--- config.mk ---
export PLATFORM = sky130hd
export DESIGN_NAME = prdc_outq_flat
export DESIGN_NICKNAME = d
export VERILOG_FILES = /design/src/prdc_pkg.sv /design/src/prdc_out_if.sv /design/src/prdc_outq.sv /design/src/flat_wrapper.sv
export SDC_FILE = /design/constraint.sdc
export NUM_CORES = 1
export LEC_CHECK = 0
export ABC_AREA = 1
export BUFFER_PORTS_ARGS = -buffer_cell sky130_fd_sc_hd__buf_4
export CAP_MARGIN = 20
export CORE_MARGIN = 5
export CORE_UTILIZATION = 30
export CTS_CLUSTER_DIAMETER = 50
export DETAILED_ROUTE_END_ITERATION = 12
export HOLD_SLACK_MARGIN = 0.1
export MAX_ROUTING_LAYER = met4
export PLACE_DENSITY = 0.59
export SYNTH_ARGS = -nofsm -noshare
export SYNTH_HDL_FRONTEND = slang
export SYNTH_SLANG_ARGS = --single-unit
--- constraint.sdc ---
create_clock -name clk_i -period 5.65 [get_ports clk_i]
set_input_delay 0.8475 -clock clk_i [delete_from_list [all_inputs] [get_ports clk_i]]
set_output_delay 0.8475 -clock clk_i [all_outputs]
set_load 0.01 [all_outputs]
--- src/prdc_pkg.sv ---
package prdc_pkg;

  localparam int unsigned SYMBOLS = 4096;
  localparam int unsigned AddrW = $clog2(SYMBOLS);
  localparam int unsigned SymW = 12;
  localparam int unsigned CntW = 32;
  localparam int unsigned HistW = 2 * CntW;
  localparam int unsigned CfgIdxW = 2;
  localparam int unsigned MaxRes = 2;
  localparam int unsigned OutDepth = 4;
  localparam int unsigned OutPtrW = $clog2(OutDepth);
  localparam int unsigned OutCntW = $clog2(OutDepth + 1);

  typedef logic [SymW-1:0] sym_t;
  typedef logic [AddrW-1:0] addr_t;
  typedef logic [CntW-1:0] cnt_t;
  typedef logic signed [CntW-1:0] delta_t;
  typedef logic [HistW-1:0] hist_t;
  typedef logic [1:0] nres_t;

  typedef enum logic [CfgIdxW-1:0] {
    CFG_PAIR_FIRST,
    CFG_PAIR_SECOND,
    CFG_NEW_SYMBOL
  } cfg_idx_e;

  typedef enum logic {
    CMD_STREAM,
    CMD_READ
  } cmd_e;

  typedef enum logic {
    KIND_SYMBOL,
    KIND_DELTA
  } kind_e;

  typedef enum logic [1:0] {
    HOP_NONE,
    HOP_UPDATE,
    HOP_READ_CLEAR
  } hop_e;

  // one accepted request as issued to the histogram stage
  typedef struct packed {
    logic  valid;
    kind_e kind;
    hop_e  op_a;
    addr_t addr_a;
    hop_e  op_b;
    addr_t addr_b;
    nres_t n;
    sym_t  sym0;
    logic  last0;
    sym_t  sym1;
    logic  last1;
    cnt_t  repl;
  } s0_req_t;

  typedef struct packed {
    kind_e  kind;
    sym_t   sym;
    logic   last;
    delta_t d_left_new;
    delta_t d_new_right;
    delta_t d_left_first;
    delta_t d_second_right;
    cnt_t   repl;
  } res_t;

  typedef struct packed {
    nres_t n;
    res_t  r0;
    res_t  r1;
  } push_t;

  typedef struct packed {
    logic  clr_busy;
    nres_t s1_n;
  } hist_stat_t;

  function automatic logic in_range(sym_t s);
    return 32'(s) < SYMBOLS;
  endfunction

  function automatic addr_t to_addr(sym_t s);
    return AddrW'(s);
  endfunction

endpackage

--- src/prdc_out_if.sv ---
interface prdc_out_if;
  import prdc_pkg::*;

  logic   valid;
  logic   ready;
  logic   kind;
  sym_t   out_symbol;
  logic   out_last;
  delta_t delta_left_new;
  delta_t delta_new_right;
  delta_t delta_left_first;
  delta_t delta_second_right;
  cnt_t   replacements;

  modport source(output valid, kind, out_symbol, out_last, delta_left_new, delta_new_right,
                 delta_left_first, delta_second_right, replacements, input ready);
  modport sink(input valid, kind, out_symbol, out_last, delta_left_new, delta_new_right,
               delta_left_first, delta_second_right, replacements, output ready);
endinterface

--- src/prdc_outq.sv ---
module prdc_outq (
  input  logic                          clk_i,
  input  logic                          rst_ni,
  input  prdc_pkg::push_t               push_i,
  prdc_out_if.source                    res_o,
  output logic [prdc_pkg::OutCntW-1:0]  level_o
);
  import prdc_pkg::*;

  res_t                mem_q [OutDepth];
  logic [OutPtrW-1:0]  rd_q, rd_d, wr_q, wr_d;
  logic [OutCntW-1:0]  cnt_q, cnt_d;
  logic                pop;
  res_t                head;

  assign head = mem_q[rd_q];
  assign pop  = res_o.valid && res_o.ready;

  assign rd_d  = rd_q + OutPtrW'(pop);
  assign wr_d  = wr_q + OutPtrW'(push_i.n);
  assign cnt_d = cnt_q + OutCntW'(push_i.n) - OutCntW'(pop);

  always_ff @(posedge clk_i or negedge rst_ni) begin
    if (!rst_ni) begin
      rd_q  <= '0;
      wr_q  <= '0;
      cnt_q <= '0;
    end else begin
      rd_q  <= rd_d;
      wr_q  <= wr_d;
      cnt_q <= cnt_d;
    end
  end

  always_ff @(posedge clk_i) begin
    if (push_i.n != 2'd0) begin
      mem_q[wr_q] <= push_i.r0;
    end
    if (push_i.n == 2'd2) begin
      mem_q[wr_q + OutPtrW'(1)] <= push_i.r1;
    end
  end

  assign res_o.valid              = (cnt_q != '0);
  assign res_o.kind               = head.kind;
  assign res_o.out_symbol         = head.sym;
  assign res_o.out_last           = head.last;
  assign res_o.delta_left_new     = head.d_left_new;
  assign res_o.delta_new_right    = head.d_new_right;
  assign res_o.delta_left_first   = head.d_left_first;
  assign res_o.delta_second_right = head.d_second_right;
  assign res_o.replacements       = head.repl;
  assign level_o                  = cnt_q;

endmodule

--- src/flat_wrapper.sv ---
// flat-port wrapper written by rule: the top's interface ports become plain ports
module prdc_outq_flat import prdc_pkg::*;
  (clk_i, rst_ni, push_i, level_o, res_o_valid, res_o_kind, res_o_out_symbol, res_o_out_last, res_o_delta_left_new, res_o_delta_new_right, res_o_delta_left_first, res_o_delta_second_right, res_o_replacements, res_o_ready);
  prdc_out_if res_o_i ();
  input  logic clk_i;
  input  logic rst_ni;
  input  prdc_pkg::push_t push_i;
  output logic [prdc_pkg::OutCntW-1:0] level_o;
  output wire logic [$bits(res_o_i.valid)-1:0] res_o_valid;
  output wire logic [$bits(res_o_i.kind)-1:0] res_o_kind;
  output wire logic [$bits(res_o_i.out_symbol)-1:0] res_o_out_symbol;
  output wire logic [$bits(res_o_i.out_last)-1:0] res_o_out_last;
  output wire logic [$bits(res_o_i.delta_left_new)-1:0] res_o_delta_left_new;
  output wire logic [$bits(res_o_i.delta_new_right)-1:0] res_o_delta_new_right;
  output wire logic [$bits(res_o_i.delta_left_first)-1:0] res_o_delta_left_first;
  output wire logic [$bits(res_o_i.delta_second_right)-1:0] res_o_delta_second_right;
  output wire logic [$bits(res_o_i.replacements)-1:0] res_o_replacements;
  input wire logic [$bits(res_o_i.ready)-1:0] res_o_ready;
  assign res_o_valid = res_o_i.valid;
  assign res_o_kind = res_o_i.kind;
  assign res_o_out_symbol = res_o_i.out_symbol;
  assign res_o_out_last = res_o_i.out_last;
  assign res_o_delta_left_new = res_o_i.delta_left_new;
  assign res_o_delta_new_right = res_o_i.delta_new_right;
  assign res_o_delta_left_first = res_o_i.delta_left_first;
  assign res_o_delta_second_right = res_o_i.delta_second_right;
  assign res_o_replacements = res_o_i.replacements;
  assign res_o_i.ready = res_o_ready;
  prdc_outq u_core (.clk_i(clk_i), .rst_ni(rst_ni), .push_i(push_i), .res_o(res_o_i), .level_o(level_o));
endmodule
==> key figures <==
Outcome
  – Status: finished, final reports clean

Yosys
  – Synth Register Bits: 703
  – Seq/Total Area, Yosys: 0.624
  – Post-synth top cells: o21ai_0 (1175), nand2_1 (716), edfxtp_1 (696)
  – Syn Std Cell Area: 0.0338 mm2
  – Top-count cell post-synth: o21ai_0
  – Leading area contributor after synthesis: edfxtp_1
  – FFs w/ async S/R, synth: 0.00996
  – Post-Syn Area per Cell: 9.30 um2
  – Synth area leaders: edfxtp_1 (62%), o21ai_0 (17%), nand2_1 (8.0%)
  – Post-synth top area share: 0.619
  – YS warnings: 0
  – Yosys cell types: 23
  – Ys flop type: edfxtp_1
  – Cells after Synth: 3632
  – Syn_nets: 3989
  – Post-synth EDFFs: 696

STA
  – Worst Max-Slew Pin Slew: 1.13 ns
  – Final min period: 4.18 ns
  – Post-route setup slack: 1.47 ns
  – WHS: 0.465 ns
  – Fin Clk Skew: 0.0169 ns
  – Fmax: 0.239 GHz
  – Final Hold Viols: 0
  – Tcrit/Tclk final: 0.740
  – Max Slew Vio Count: 0
  – Final setup fails: 0
  – Max-slew headroom: 0.248
  – Fin Setup TNS: 0 ns
  – RSZ-0062 raised after global routing: no

Critical path
  – Slowest CP cell: dfrtp_4
  – Worst r2r src: u_core.wr_q[0]
  – R2r setup slk: 2.60 ns
  – Most frequent CP cell: buf_4
  – WP data required: 4.80 ns
  – Stages on worst setup path: 4
  – Crit. Startpoint: u_core.rd_q[0]
  – Worst R2R End: u_core.mem_q[1][105]
  – CP Launch Type: register
  – Max incr delay on CP: 0.86 ns
  – Worst Setup End Kind: output pin
  – Worst path cell trace: buf_4 > nor2_1 > o21ai_0 > buf_4
  – Critical path arrival: 3.33 ns
  – End of the critical path: res_o_delta_left_first[26]
  – Top delay family on crit path: buffers and inverters
  – Critical Path Fanout Max: 84
  – R2R cell count: 5
  – WS Path Type: reg -> out
  – WP buf/inv: 2

Worst hold path
  – WHS Path Cells: 2
  – Hold_sp: push_i[348]
  – Hold crit path type: in -> reg

Global route
  – First-pass GRT wire length: 161000 um
  – Pin count of the biggest net entering global routing: 145
  – Vias in the first global route: 26200
  – Initial antenna violation count: 24
  – GR Overflow Total: 0
  – Total global-route track usage: 0.178

Power and ir drop
  – Leakage power total: 17.2 nW
  – Combinational power share: 0.367
  – Clk pwr share: 0.269
  – Pwr/cell area: 548 mW/mm2
  – Peak supply drop: 0.284 mV
  – Pint: 14.6 mW
  – NetSw: 8.66 mW
  – Sequential share of power: 0.364
  – Sw Share: 0.373

Clock network
  – Post-CTS sizing: 0
  – Worst skew pair latency: 0.66 ns
  – CTS buffer count: 98
  – Worst-path clk slew: 0.05 ns
  – CTS tree: done
  – H-tree level count: 3
  – Hold_buf cts: 1
  – Clock root cell: clkbuf_16
  – Sink Count: 703
  – Post-CTS Setup Repair Bufs: 0
  – Maximum clock insertion buffer count: 3

Die
  – Die footprint: 0.119 mm2
  – FP Rows: 123
  – Core area: 0.112 mm2
  – Die W: 346 um
  – Ports: 531
  – Die height: 346 um
  – Initial Utilization: 0.301

Run
  – Total of max-cap violations: 0

Placed design
  – Global placer's final weighted congestion: 0.801
  – Place WS: 1.88 ns
  – Hpwl dp: 64200 um
  – Port-buffer cells: 530

Routing
  – Drt wl/cell: 19.0 um
  – Drt pass-1 iters: 5
  – Vias after detailed routing: 27400
  – Residual DRC: 0
  – Total Wirelength: 107000 um
  – DRT iter0 DRCs: 1997
  – Vias per cell: 4.86
  – Post-route ant nets: 0

Finish
  – Layout cell share with drive strength beyond 1: 0.179
  – Fin util: 0.378
  – Multi-input gate area: 0.0110 mm2
  – Fill count: 11100
  – Area growth syn-to-layout: 25.6%
  – Fin nets: 4388
  – Register area: 0.0211 mm2
[power by group through the flow]
stage	Combinational [mW]	Clock [mW]	Sequential, mW
6_report	8.53	6.25	8.46
5_1_grt	9.44	6.62	8.60
4_1_cts	8.74	6.38	8.47
3_5_place_dp	8.72	0	8.56
3_3_place_gp	8.64	0	8.53
2_1_floorplan	4.56	0	8.77
[worst min path at each step]
stage | to | slack [ns]
final | u_core.wr_q[0] | 0.47
after global routing | u_core.wr_q[0] | 0.42
after CTS | u_core.wr_q[0] | 0.39
after detailed placement | u_core.rd_q[1] | 0.60
after global placement | u_core.rd_q[1] | 0.58
after floorplan | u_core.rd_q[1] | 0.45
[registers in the layout (all words and copies together), names as in the netlist]
register,count
u_core.rd_q,2
u_core.mem_q,696
u_core.level_o,3
u_core.wr_q,2
[cells by family after synthesis]
kind of cell	count (synthesis)	synth area share
buf+inv	452	0.0532
simple gates	1252	0.140
flops	703	0.624
compound gates	1219	0.181
fa+ha+maj	4	0.00170
xor+xnor	2	0.000519
[cell usage in the layout, fill, tap and decap left out, drive strengths merged, types with 2 or more instances in the layout]
master and n:
clkbuf 106, clkinv 38, o21ai 1219, clkinvlp 9, nand4 2, bufinv 12
edfxtp 696, nand2 719, nor2 527, nand3 4, diode 23, inv 201
ha 3, dfrtp 7, buf 565
[routing by layer]
metal,vias up,share of wire,global-route usage
met5,-,0,-
met2,848,0.50,0.293
met1,13000,0.41,0.216
li1,13300,-,-
met3,183,0.061,0.0293
met4,0,0.034,0.0793
[layout make-up]
| cell class | count | area share |
|---|---|---|
| inverter | 185 | 0.0167 |
| antenna | 23 | 0.00136 |
| clock inverter | 75 | 0.0201 |
| multi-input combinational | 2477 | 0.259 |
| timing repair buffer | 566 | 0.103 |
| sequential | 703 | 0.497 |
| tap | 1500 | 0.0442 |
| clock buffer | 106 | 0.0585 |
[stage by stage]
stage	instances	cell area, um2	power, mW
final	5635	42400	23.2
after detailed placement	5430	39000	17.3
after global placement	5430	39000	17.2
after CTS	5612	42400	23.6
after floorplan	3632	33800	13.3
after global routing	5635	42400	24.7
Power figures use the tool's default switching activity.
