**src/prdc_pkg.sv**
```systemverilog
package prdc_pkg;

  localparam int unsigned SYMBOLS = 4096;
  localparam int unsigned AddrW = $clog2(SYMBOLS);
  localparam int unsigned SymW = 12;
  localparam int unsigned CntW = 32;
  localparam int unsigned HistW = 2 * CntW;
  localparam int unsigned CfgIdxW = 2;
  localparam int unsigned MaxRes = 2;
  localparam int unsigned OutDepth = 4;
  localparam int unsigned OutPtrW = $clog2(OutDepth);
  localparam int unsigned OutCntW = $clog2(OutDepth + 1);

  typedef logic [SymW-1:0] sym_t;
  typedef logic [AddrW-1:0] addr_t;
  typedef logic [CntW-1:0] cnt_t;
  typedef logic signed [CntW-1:0] delta_t;
  typedef logic [HistW-1:0] hist_t;
  typedef logic [1:0] nres_t;

  typedef enum logic [CfgIdxW-1:0] {
    CFG_PAIR_FIRST,
    CFG_PAIR_SECOND,
    CFG_NEW_SYMBOL
  } cfg_idx_e;

  typedef enum logic {
    CMD_STREAM,
    CMD_READ
  } cmd_e;

  typedef enum logic {
    KIND_SYMBOL,
    KIND_DELTA
  } kind_e;

  typedef enum logic [1:0] {
    HOP_NONE,
    HOP_UPDATE,
    HOP_READ_CLEAR
  } hop_e;

  // one accepted request as issued to the histogram stage
  typedef struct packed {
    logic  valid;
    kind_e kind;
    hop_e  op_a;
    addr_t addr_a;
    hop_e  op_b;
    addr_t addr_b;
    nres_t n;
    sym_t  sym0;
    logic  last0;
    sym_t  sym1;
    logic  last1;
    cnt_t  repl;
  } s0_req_t;

  typedef struct packed {
    kind_e  kind;
    sym_t   sym;
    logic   last;
    delta_t d_left_new;
    delta_t d_new_right;
    delta_t d_left_first;
    delta_t d_second_right;
    cnt_t   repl;
  } res_t;

  typedef struct packed {
    nres_t n;
    res_t  r0;
    res_t  r1;
  } push_t;

  typedef struct packed {
    logic  clr_busy;
    nres_t s1_n;
  } hist_stat_t;

  function automatic logic in_range(sym_t s);
    return 32'(s) < SYMBOLS;
  endfunction

  function automatic addr_t to_addr(sym_t s);
    return AddrW'(s);
  endfunction

endpackage

```
**src/prdc_ctrl.sv**
```systemverilog
module prdc_ctrl (
  input  logic                                 clk_i,
  input  logic                                 rst_ni,
  input  logic                                 cfg_we_i,
  input  logic [prdc_pkg::CfgIdxW-1:0]         cfg_idx_i,
  input  prdc_pkg::sym_t                       cfg_data_i,
  input  logic                                 accept_i,
  input  logic                                 cmd_i,
  input  prdc_pkg::sym_t                       symbol_i,
  input  logic                                 last_i,
  output prdc_pkg::s0_req_t                    req_o
);
  import prdc_pkg::*;

  sym_t pair_first_q, pair_second_q, new_symbol_q;
  sym_t prev_out_q, prev_out_d;
  logic prev_valid_q, prev_valid_d;
  sym_t held_q, held_d;
  logic held_valid_q, held_valid_d;
  logic await_q, await_d;
  cnt_t repl_q, repl_d;
  cnt_t repl_base;
  logic match;

  assign repl_base = (!prev_valid_q && !held_valid_q) ? '0 : repl_q;
  assign match = held_valid_q && (held_q == pair_first_q) && (symbol_i == pair_second_q);

  always_comb begin
    prev_out_d   = prev_out_q;
    prev_valid_d = prev_valid_q;
    held_d       = held_q;
    held_valid_d = held_valid_q;
    await_d      = await_q;
    repl_d       = repl_q;
    req_o        = '0;
    req_o.kind   = KIND_SYMBOL;
    req_o.op_a   = HOP_NONE;
    req_o.op_b   = HOP_NONE;
    if (accept_i) begin
      req_o.valid = 1'b1;
      if (cmd_e'(cmd_i) == CMD_READ) begin
        req_o.kind   = KIND_DELTA;
        req_o.addr_a = to_addr(symbol_i);
        req_o.addr_b = to_addr(symbol_i);
        if (in_range(symbol_i)) begin
          req_o.op_a = HOP_READ_CLEAR;
          req_o.op_b = HOP_READ_CLEAR;
        end
        req_o.n    = 2'd1;
        req_o.sym0 = symbol_i;
        req_o.repl = repl_q;
      end else begin
        repl_d = repl_base;
        // right neighbour of the previous replacement
        req_o.addr_b = to_addr(symbol_i);
        if (await_q && in_range(symbol_i)) begin
          req_o.op_b = HOP_UPDATE;
        end
        await_d = 1'b0;
        req_o.addr_a = to_addr(prev_out_q);
        if (match) begin
          if (prev_valid_q && in_range(prev_out_q)) begin
            req_o.op_a = HOP_UPDATE;
          end
          repl_d       = repl_base + cnt_t'(1);
          held_valid_d = 1'b0;
          prev_out_d   = new_symbol_q;
          prev_valid_d = 1'b1;
          await_d      = !last_i;
          req_o.n      = 2'd1;
          req_o.sym0   = new_symbol_q;
          req_o.last0  = last_i;
        end else begin
          if (held_valid_q) begin
            req_o.sym0   = held_q;
            prev_out_d   = held_q;
            prev_valid_d = 1'b1;
            if (last_i) begin
              req_o.n     = 2'd2;
              req_o.sym1  = symbol_i;
              req_o.last1 = 1'b1;
            end else begin
              req_o.n = 2'd1;
            end
          end else if (last_i) begin
            req_o.n     = 2'd1;
            req_o.sym0  = symbol_i;
            req_o.last0 = 1'b1;
          end
          held_d       = symbol_i;
          held_valid_d = 1'b1;
        end
        req_o.repl = repl_d;
        if (last_i) begin
          prev_valid_d = 1'b0;
          held_valid_d = 1'b0;
          await_d      = 1'b0;
          prev_out_d   = '0;
          held_d       = '0;
        end
      end
    end
  end

  always_ff @(posedge clk_i or negedge rst_ni) begin
    if (!rst_ni) begin
      pair_first_q  <= '0;
      pair_second_q <= '0;
      new_symbol_q  <= '0;
      prev_out_q    <= '0;
      prev_valid_q  <= 1'b0;
      held_q        <= '0;
      held_valid_q  <= 1'b0;
      await_q       <= 1'b0;
      repl_q        <= '0;
    end else begin
      prev_out_q   <= prev_out_d;
      prev_valid_q <= prev_valid_d;
      held_q       <= held_d;
      held_valid_q <= held_valid_d;
      await_q      <= await_d;
      repl_q       <= repl_d;
      if (cfg_we_i) begin
        case (cfg_idx_e'(cfg_idx_i))
          CFG_PAIR_FIRST:  pair_first_q  <= cfg_data_i;
          CFG_PAIR_SECOND: pair_second_q <= cfg_data_i;
          CFG_NEW_SYMBOL:  new_symbol_q  <= cfg_data_i;
          default: ;
        endcase
      end
    end
  end

endmodule

```
**config.mk**
```make
export PLATFORM = sky130hd
export DESIGN_NAME = prdc_ctrl
export DESIGN_NICKNAME = d
export VERILOG_FILES = /design/src/prdc_pkg.sv /design/src/prdc_ctrl.sv
export SDC_FILE = /design/constraint.sdc
export NUM_CORES = 1
export LEC_CHECK = 0
export BUFFER_PORTS_ARGS = -buffer_cell sky130_fd_sc_hd__buf_2
export CORE_MARGIN = 2
export CORE_UTILIZATION = 51
export CTS_CLUSTER_DIAMETER = 30
export DETAILED_ROUTE_END_ITERATION = 16
export MAX_ROUTING_LAYER = met4
export PLACE_DENSITY = 0.77
export SKIP_CTS_REPAIR_TIMING = 1
export SYNTH_ARGS = -nofsm -noshare
export SYNTH_HDL_FRONTEND = slang
export SYNTH_SLANG_ARGS = --single-unit
```
**constraint.sdc**
```tcl
create_clock -name clk_i -period 2.8 [get_ports clk_i]
set_input_delay 0.42 -clock clk_i [delete_from_list [all_inputs] [get_ports clk_i]]
set_output_delay 0.42 -clock clk_i [all_outputs]
set_load 0.02 [all_outputs]
```
==> out/metrics.json, run 1 <==
{
  "cts-root-buf": "sky130_fd_sc_hd__clkbuf_16",
  "drive_gt1_share_pct": 42.9,
  "finalClockSkew_ns": 0.00828,
  "failing_checks": "negative setup slack",
  "area_added_between_synthesis_and_finish_pct": 46.5,
  "timing.critical_path.from": "pair_second_q[5]",
  "crit_reg_reg_endpoint": "prev_out_q[2]",
  "route.vias.total": 7339,
  "insertion_delay_ns": 0.36,
  "edff_count_synth": 0,
  "antenna_violations_before_repair": 0,
  "clock_tree_from_tritoncts": "yes",
  "report.final.hold_viol_count": 0,
  "dp_cells": 1081,
  "slew-limit-headroom_pct": 45.9,
  "leading_area_contributor_after_synthesis": "sky130_fd_sc_hd__dfrtp_1",
  "finalMaxSlewViolations": 0,
  "critical_path.endpoint_type": "output port",
  "synth-async-reset-ratio_pct": 100,
  "clock_sink_count": 95,
  "io_pins": 122,
  "tightestPinTransition_ns": 0.810,
  "initialDrtViolationCount": 821,
  "cts.htree.levels": 3,
  "layout.cell_area.non_filler_um2": 9600,
  "antenna_cells_inserted": 0,
  "remaining_drc_errors": 0,
  "cts_buffer_depth": 2,
  "critPathRequiredTime_ns": 2.38,
  "fin_worst_hold_slack_ns": 0.0621,
  "ys_ff_latch": 95,
  "die_height_um": 117,
  "vdd_ir_drop_max_mv": 0.316,
  "netlist_area_um2": 6550,
  "share_of_yosys_cell_area_claimed_by_the_top_area_cell_type_pct": 36.3,
  "initial_core_util_pct": 52.1,
  "slack_of_the_worst_reg_to_reg_path_ns": 0.12,
  "synth_most_common_cell": "sky130_fd_sc_hd__dfrtp_1",
  "grt.overflow.total": 0,
  "num_rows": 41,
  "post-route-min-period_ns": 3.29,
  "gr-usage-all-layers_pct": 33.3,
  "synth_nets": 790,
  "slowest_stage": "sky130_fd_sc_hd__or4_4",
  "worst_setup_hold_path_clk_slew_ns": 0.07,
  "nets": 994,
  "grt_pass1_vias": 6983,
  "max_cap_violations": 0,
  "final_critical_path_setup_slack_ns": -0.488,
  "syn_inst": 755,
  "post_layout_nonfiller_instances": 1136,
  "tritoncts.num_buffers": 9,
  "dpl-instance-area_um2": 8130,
  "synth_seq_area_share_pct": 36.3,
  "detail-route-antenna-nets": 0,
  "crit_path_max_fanout": 7,
  "die_area_um2": 13800,
  "min_delay_path_class": "in2async",
  "ys_flop_type": "sky130_fd_sc_hd__dfrtp_1",
  "worst-endpoint-arrival_ns": 2.87,
  "wire_length_of_the_first_global_routing_pass_um": 36000,
  "post-route-period-util_pct": 117,
  "gp_congestion": 1.01,
  "met2_usage_pct": 54.5,
  "timing.fmax_mhz": 304,
  "grt_setup_unrepaired": "true",
  "path_depth_of_the_worst_reg2reg_path": 9,
  "post_synth_most_frequent_cells": "95 x sky130_fd_sc_hd__dfrtp_1, 79 x sky130_fd_sc_hd__nand2_1, 73 x sky130_fd_sc_hd__nor2_1",
  "timing.setup.critical_path_class": "reg2out",
  "critPathMaxStageDelay_ns": 0.56,
  "synthDistinctLibCells": 71,
  "synthTopCellsByArea": "sky130_fd_sc_hd__dfrtp_1 36%, sky130_fd_sc_hd__mux2_2 6.2%, sky130_fd_sc_hd__nand2_1 4.5%, sky130_fd_sc_hd__nor2_1 4.2%, sky130_fd_sc_hd__mux2i_1 3.7%",
  "post-place-ws_ns": -0.322,
  "grtUsageMet3_pct": 5.30,
  "run_status": "finished, violations left",
  "worstPathCellList": "xor2_1 > or4_4 > nor4_4 > buf_6 > nand2_4 > or4_4 > a31oi_4 > buf_6",
  "vias_per_cell": 6.46,
  "setup.worst_path.end": "req_o[6]",
  "synthesis.area_per_instance_um2": 8.68,
  "wirelength_um": 24900,
  "startpoint_type": "register",
  "port-buffer-count": 121,
  "wl_per_cell_um": 21.9,
  "dp.final_hpwl_um": 15600,
  "floorplan.die.width_um": 117,
  "power_density_nw_per_um2": 445,
  "final-setup-viol-count": 61,
  "p_leak_nw": 4.29,
  "busiest_layer": "met2",
  "fp.coreArea_um2": 12600,
  "synthesis.yosys.warnings": 0,
  "drt-pass1-iter-count": 7,
  "reg2reg_from": "pair_second_q[5]",
  "setup_total_negative_slack_ns": -15.41,
  "gr-usage-met1_pct": 40.8,
  "largest_net_degree_at_the_start_of_global_routing": 56
}
[per-layer routing]
metal | vias to the layer above | share of wire, %
met1 | 3568 | 39
met5 | - | 0
met2 | 471 | 49
li1 | 3222 | -
met3 | 78 | 8.2
met4 | 0 | 3.6
[flip-flops by register name, indices dropped and copies added, names as in the netlist]
signal,flops
await_q,1
held_q,12
held_valid_q,1
new_symbol_q,12
pair_first_q,12
pair_second_q,12
prev_out_q,12
prev_valid_q,1
repl_q,32
[area by class of cell]
type / instances / area, um2
Sequential cell: 95 / 2380
Tap cell: 172 / 215
Clock inverter: 4 / 76.3
Multi-Input combinational cell: 557 / 4390
Clock buffer: 12 / 256
Fill cell: 832 / 2970
Timing Repair Buffer: 268 / 2180
Inverter: 28 / 105
[worst min path at each step]
stage	to	depth (start not counted)	start
after floorplan	await_q	0	rst_ni
after global placement	repl_q[8]	1	rst_ni
after detailed placement	repl_q[7]	1	rst_ni
after CTS	repl_q[8]	1	rst_ni
after global routing	repl_q[8]	1	rst_ni
final	repl_q[8]	1	rst_ni
[power breakdown]
group	internal (mW)	leakage (nW)	switching (mW)
clock	0.836	0.159	0.579
sequential	1.53	1.22	0.160
combinational	0.500	2.91	0.666
[cell families after synthesis]
kind of cell / share of synthesized area [%]
muxes: 9.85
DFF: 36.3
buffers and inverters: 6.53
adders and majority gates: 0.573
xor gates and xnor gates: 3.34
AOI/OAI and AO/OA: 24.2
and+or+nand+nor: 19.2
[through the flow]
stage	power, mW	utilization (%)
floorplan	2.28	-
global placement	2.66	64.6
detailed placement	2.70	64.6
CTS	4.10	67.3
global route	4.42	76.3
finish	4.27	76.3
[placed cells by master, fill, tap and decap left out, drive strengths merged, types with 7 or more instances in the layout]
cell       n
o31ai      9
xor2      19
nand3     27
a22oi     12
or4        9
clkbuf    16
dfrtp     95
o2bb2ai   12
buf      264
and3      16
nor3      10
a41oi     10
a31oi     35
mux2      36
o21ai     32
mux2i     24
nand2     80
a21oi     13
nor4      12
nor2      73
o311a     13
nand4     10
o32ai     12
a21o       7
inv       29
[critical path, delay by kind of cell (launching register included)]
kind                      cells  cell delay (ns)
xor gates and xnor gates      1             0.19
buffers and inverters         2             0.32
DFF                           1             0.40
and+or+nand+nor               4             1.42
AOI/OAI and AO/OA             1             0.16
Note: power is estimated with default switching activity, not from simulation.
==> run 2: changes to the inputs <==
--- a/config.mk
+++ b/config.mk
@@ -11,7 +11,7 @@
 export CTS_CLUSTER_DIAMETER = 30
 export DETAILED_ROUTE_END_ITERATION = 16
 export MAX_ROUTING_LAYER = met4
-export PLACE_DENSITY = 0.77
+export PLACE_DENSITY_LB_ADDON = 0.3
 export SKIP_CTS_REPAIR_TIMING = 1
 export SYNTH_ARGS = -nofsm -noshare
 export SYNTH_HDL_FRONTEND = slang
==> out/metrics.json, run 2 (synthesis gave the netlist of run 1 again) <==
{
  "gr-usage-all-layers": {"value": 34.0, "unit": "%", "change": "was 33.3%"},
  "min_delay_path_class": {"value": "in2async", "change": "unchanged"},
  "num_rows": {"value": 41, "change": "unchanged"},
  "dp.final_hpwl": {"value": 16300, "unit": "um", "change": "was 15600 um"},
  "initialDrtViolationCount": {"value": 818, "change": "was 821"},
  "portion_of_total_power_attributed_to_sequential_cells": {"value": 41.0, "unit": "%", "change": "was 39.6%"},
  "finalClockSkew": {"value": 0.00946, "unit": "ns", "change": "was 0.00828 ns"},
  "final-setup-viol-count": {"value": 61, "change": "unchanged"},
  "seq_area": {"value": 2380, "unit": "um2", "change": "about the same"},
  "tightestPinTransition": {"value": 0.813, "unit": "ns", "change": "was 0.810 ns"},
  "io_pins": {"value": 122, "change": "unchanged"},
  "fp.coreArea": {"value": 12600, "unit": "um2", "change": "unchanged"},
  "grt_setup_unrepaired": {"value": "true", "change": "unchanged"},
  "grt.overflow.total": {"value": 0, "change": "unchanged"},
  "wirelength": {"value": 26100, "unit": "um", "change": "was 24900 um"},
  "cts-root-buf": {"value": "sky130_fd_sc_hd__clkbuf_16", "change": "unchanged"},
  "largest_register_ffs": {"value": 32, "change": "unchanged"},
  "timing.critical_path.from": {"value": "pair_first_q[3]", "change": "was pair_second_q[5]"},
  "final_critical_path_setup_slack": {"value": -0.537, "unit": "ns", "change": "was -0.488 ns"},
  "antenna_cells_inserted": {"value": 0, "change": "unchanged"},
  "die_height": {"value": 117, "unit": "um", "change": "unchanged"},
  "tritoncts.num_buffers": {"value": 9, "change": "unchanged"},
  "port-buffer-count": {"value": 121, "change": "unchanged"},
  "worst_setup_hold_path_clk_slew": {"value": 0.07, "unit": "ns", "change": "about the same"},
  "post-route-period-util": {"value": 119, "unit": "%", "change": "was 117%"},
  "power.switching_fraction": {"value": 34.8, "unit": "%", "change": "was 32.9%"},
  "area_added_between_synthesis_and_finish": {"value": 47.7, "unit": "%", "change": "was 46.5%"},
  "fill_cells": {"value": 817, "change": "was 832"},
  "switchingPower": {"value": 1.44, "unit": "mW", "change": "was 1.41 mW"},
  "gr-usage-met1": {"value": 42.5, "unit": "%", "change": "was 40.8%"},
  "p_clk_share": {"value": 30.7, "unit": "%", "change": "was 33.1%"},
  "vias_per_cell": {"value": 6.55, "change": "was 6.46"},
  "gp_congestion": {"value": 0.950, "change": "was 1.01"},
  "p_leak": {"value": 4.31, "unit": "nW", "change": "was 4.29 nW"},
  "reg2reg_from": {"value": "pair_first_q[3]", "change": "was pair_second_q[5]"},
  "route.vias.total": {"value": 7511, "change": "was 7339"},
  "busiest_layer": {"value": "met2", "change": "unchanged"},
  "clock_sink_count": {"value": 95, "change": "unchanged"},
  "critPathRequiredTime": {"value": 2.38, "unit": "ns", "change": "about the same"},
  "mostFrequentLayoutCell": {"value": "sky130_fd_sc_hd__buf_4", "change": "unchanged"},
  "insertion_delay": {"value": 0.36, "unit": "ns", "change": "about the same"},
  "crit_path_max_fanout": {"value": 6, "change": "was 7"},
  "report.power.total": {"value": 4.15, "unit": "mW", "change": "was 4.27 mW"},
  "antenna_violations_before_repair": {"value": 0, "change": "unchanged"},
  "nets": {"value": 1005, "change": "was 994"},
  "report.final.hold_viol_count": {"value": 0, "change": "unchanged"},
  "mostFrequentLayoutCells": {"value": "153 x sky130_fd_sc_hd__buf_4, 95 x sky130_fd_sc_hd__dfrtp_1, 78 x sky130_fd_sc_hd__buf_2", "change": "was 136 x sky130_fd_sc_hd__buf_4, 94 x sky130_fd_sc_hd__dfrtp_1, 80 x sky130_fd_sc_hd__buf_2"},
  "max_cap_violations": {"value": 0, "change": "unchanged"},
  "grtUsageMet3": {"value": 4.04, "unit": "%", "change": "was 5.30%"},
  "met2_usage": {"value": 55.3, "unit": "%", "change": "was 54.5%"},
  "clock_tree_from_tritoncts": {"value": "yes", "change": "unchanged"},
  "cts.htree.levels": {"value": 3, "change": "unchanged"},
  "detail-route-antenna-nets": {"value": 0, "change": "unchanged"},
  "post-place-ws": {"value": -0.307, "unit": "ns", "change": "was -0.322 ns"},
  "drt-pass1-iter-count": {"value": 7, "change": "unchanged"},
  "grt_pass1_vias": {"value": 6999, "change": "was 6983"},
  "post-route-min-period": {"value": 3.34, "unit": "ns", "change": "was 3.29 ns"},
  "timing.fmax": {"value": 300, "unit": "MHz", "change": "was 304 MHz"},
  "power_internal": {"value": 2.71, "unit": "mW", "change": "was 2.87 mW"},
  "finalMaxSlewViolations": {"value": 0, "change": "unchanged"},
  "critical_path.endpoint_type": {"value": "output port", "change": "unchanged"},
  "vdd_ir_drop_max": {"value": 0.289, "unit": "mV", "change": "was 0.316 mV"},
  "area_occupied_by_multi_input_gates": {"value": 4440, "unit": "um2", "change": "was 4390 um2"},
  "comb_power_share": {"value": 28.3, "unit": "%", "change": "was 27.3%"},
  "slew-limit-headroom": {"value": 45.6, "unit": "%", "change": "was 45.9%"},
  "wire_length_of_the_first_global_routing_pass": {"value": 36400, "unit": "um", "change": "was 36000 um"},
  "power_density": {"value": 429, "unit": "nW/um2", "change": "was 445 nW/um2"},
  "floorplan.die.width": {"value": 117, "unit": "um", "change": "unchanged"},
  "die_area": {"value": 13800, "unit": "um2", "change": "unchanged"},
  "wl_per_cell": {"value": 22.8, "unit": "um", "change": "was 21.9 um"},
  "drive_gt1_share": {"value": 44.3, "unit": "%", "change": "was 42.9%"},
  "remaining_drc_errors": {"value": 0, "change": "unchanged"},
  "run_status": {"value": "finished, violations left", "change": "unchanged"},
  "initial_core_util": {"value": 52.1, "unit": "%", "change": "unchanged"},
  "startpoint_type": {"value": "register", "change": "unchanged"},
  "timing.setup.critical_path_class": {"value": "reg2out", "change": "unchanged"},
  "largest_net_degree_at_the_start_of_global_routing": {"value": 51, "change": "was 56"},
  "worst-endpoint-arrival": {"value": 2.92, "unit": "ns", "change": "was 2.87 ns"},
  "top_register": {"value": "repl_q", "change": "unchanged"},
  "failing_checks": {"value": "negative setup slack", "change": "unchanged"},
  "cts_buffer_depth": {"value": 2, "change": "unchanged"}
}
[run 2: cell types whose count changed in the layout (fill, tap and decap cells not counted), sizes merged]
cell,before,now
buf,264,273
bufinv,2,1
clkinv,0,1
clkinvlp,1,2
[run 2: area by class of cell]
| type | instances | area share, % |
|---|---|---|
| Clock inverter | 5 | 0.608 |
| Inverter | 28 | 1.09 |
| Timing Repair Buffer | 279 | 23.2 |
| Multi-Input combinational cell | 557 | 45.9 |
| Tap cell | 172 | 2.22 |
| Clock buffer | 10 | 2.37 |
| Sequential cell | 95 | 24.6 |
[run 2: layer usage]
layer,wire length [um],vias up
li1,-,3248
met1,10100,3670
met2,12700,491
met3,2200,102
met4,1100,0
met5,0,-
[run 2: worst paths after layout]
path                               endpoint  slack, ns  cells past startpoint
max                               req_o[15]      -0.54                      9
max in group asynchronous        repl_q[20]       1.98                      2
min in group clk_i         pair_second_q[1]       0.32                      2
min                              repl_q[10]       0.11                      1
min reg2reg                   prev_out_q[1]       0.50                      1
max reg2reg                   prev_out_q[6]       0.05                     10
[run 2: worst max-delay path, cell delays in order, from the launching register on]
cell and delay [ns]:
sky130_fd_sc_hd__dfrtp_1 0.41, sky130_fd_sc_hd__xor2_2 0.20, sky130_fd_sc_hd__or4_4 0.54, sky130_fd_sc_hd__nor4_4 0.30, sky130_fd_sc_hd__buf_6 0.20, sky130_fd_sc_hd__nand3_2 0.11, sky130_fd_sc_hd__buf_6 0.16, sky130_fd_sc_hd__o211a_1 0.21
sky130_fd_sc_hd__a211o_1 0.26, sky130_fd_sc_hd__buf_2 0.16
[run 2: power groups by stage]
stage | logic [mW] | clock network [mW] | registers [mW]
after floorplan | 0.630 | 0 | 1.65
after global placement | 0.999 | 0 | 1.68
after detailed placement | 1.03 | 0 | 1.69
after CTS | 1.04 | 1.26 | 1.67
after global routing | 1.24 | 1.32 | 1.71
final | 1.17 | 1.28 | 1.70
[run 2: metrics by stage]
| stage | hold WS, ns | instances | util, % | cell area, um2 | TNS [ns] |
|---|---|---|---|---|---|
| after floorplan | 0.124 | 755 | - | 6690 | -0.0958 |
| after global placement | 0.470 | 1088 | 64.8 | 8140 | -2.94 |
| after detailed placement | 0.478 | 1088 | 64.8 | 8140 | -3.44 |
| after CTS | 0.150 | 1103 | 67.1 | 8430 | -17.36 |
| after global routing | 0.170 | 1146 | 77.0 | 9670 | -24.00 |
| final | 0.111 | 1146 | 77.0 | 9670 | -19.79 |
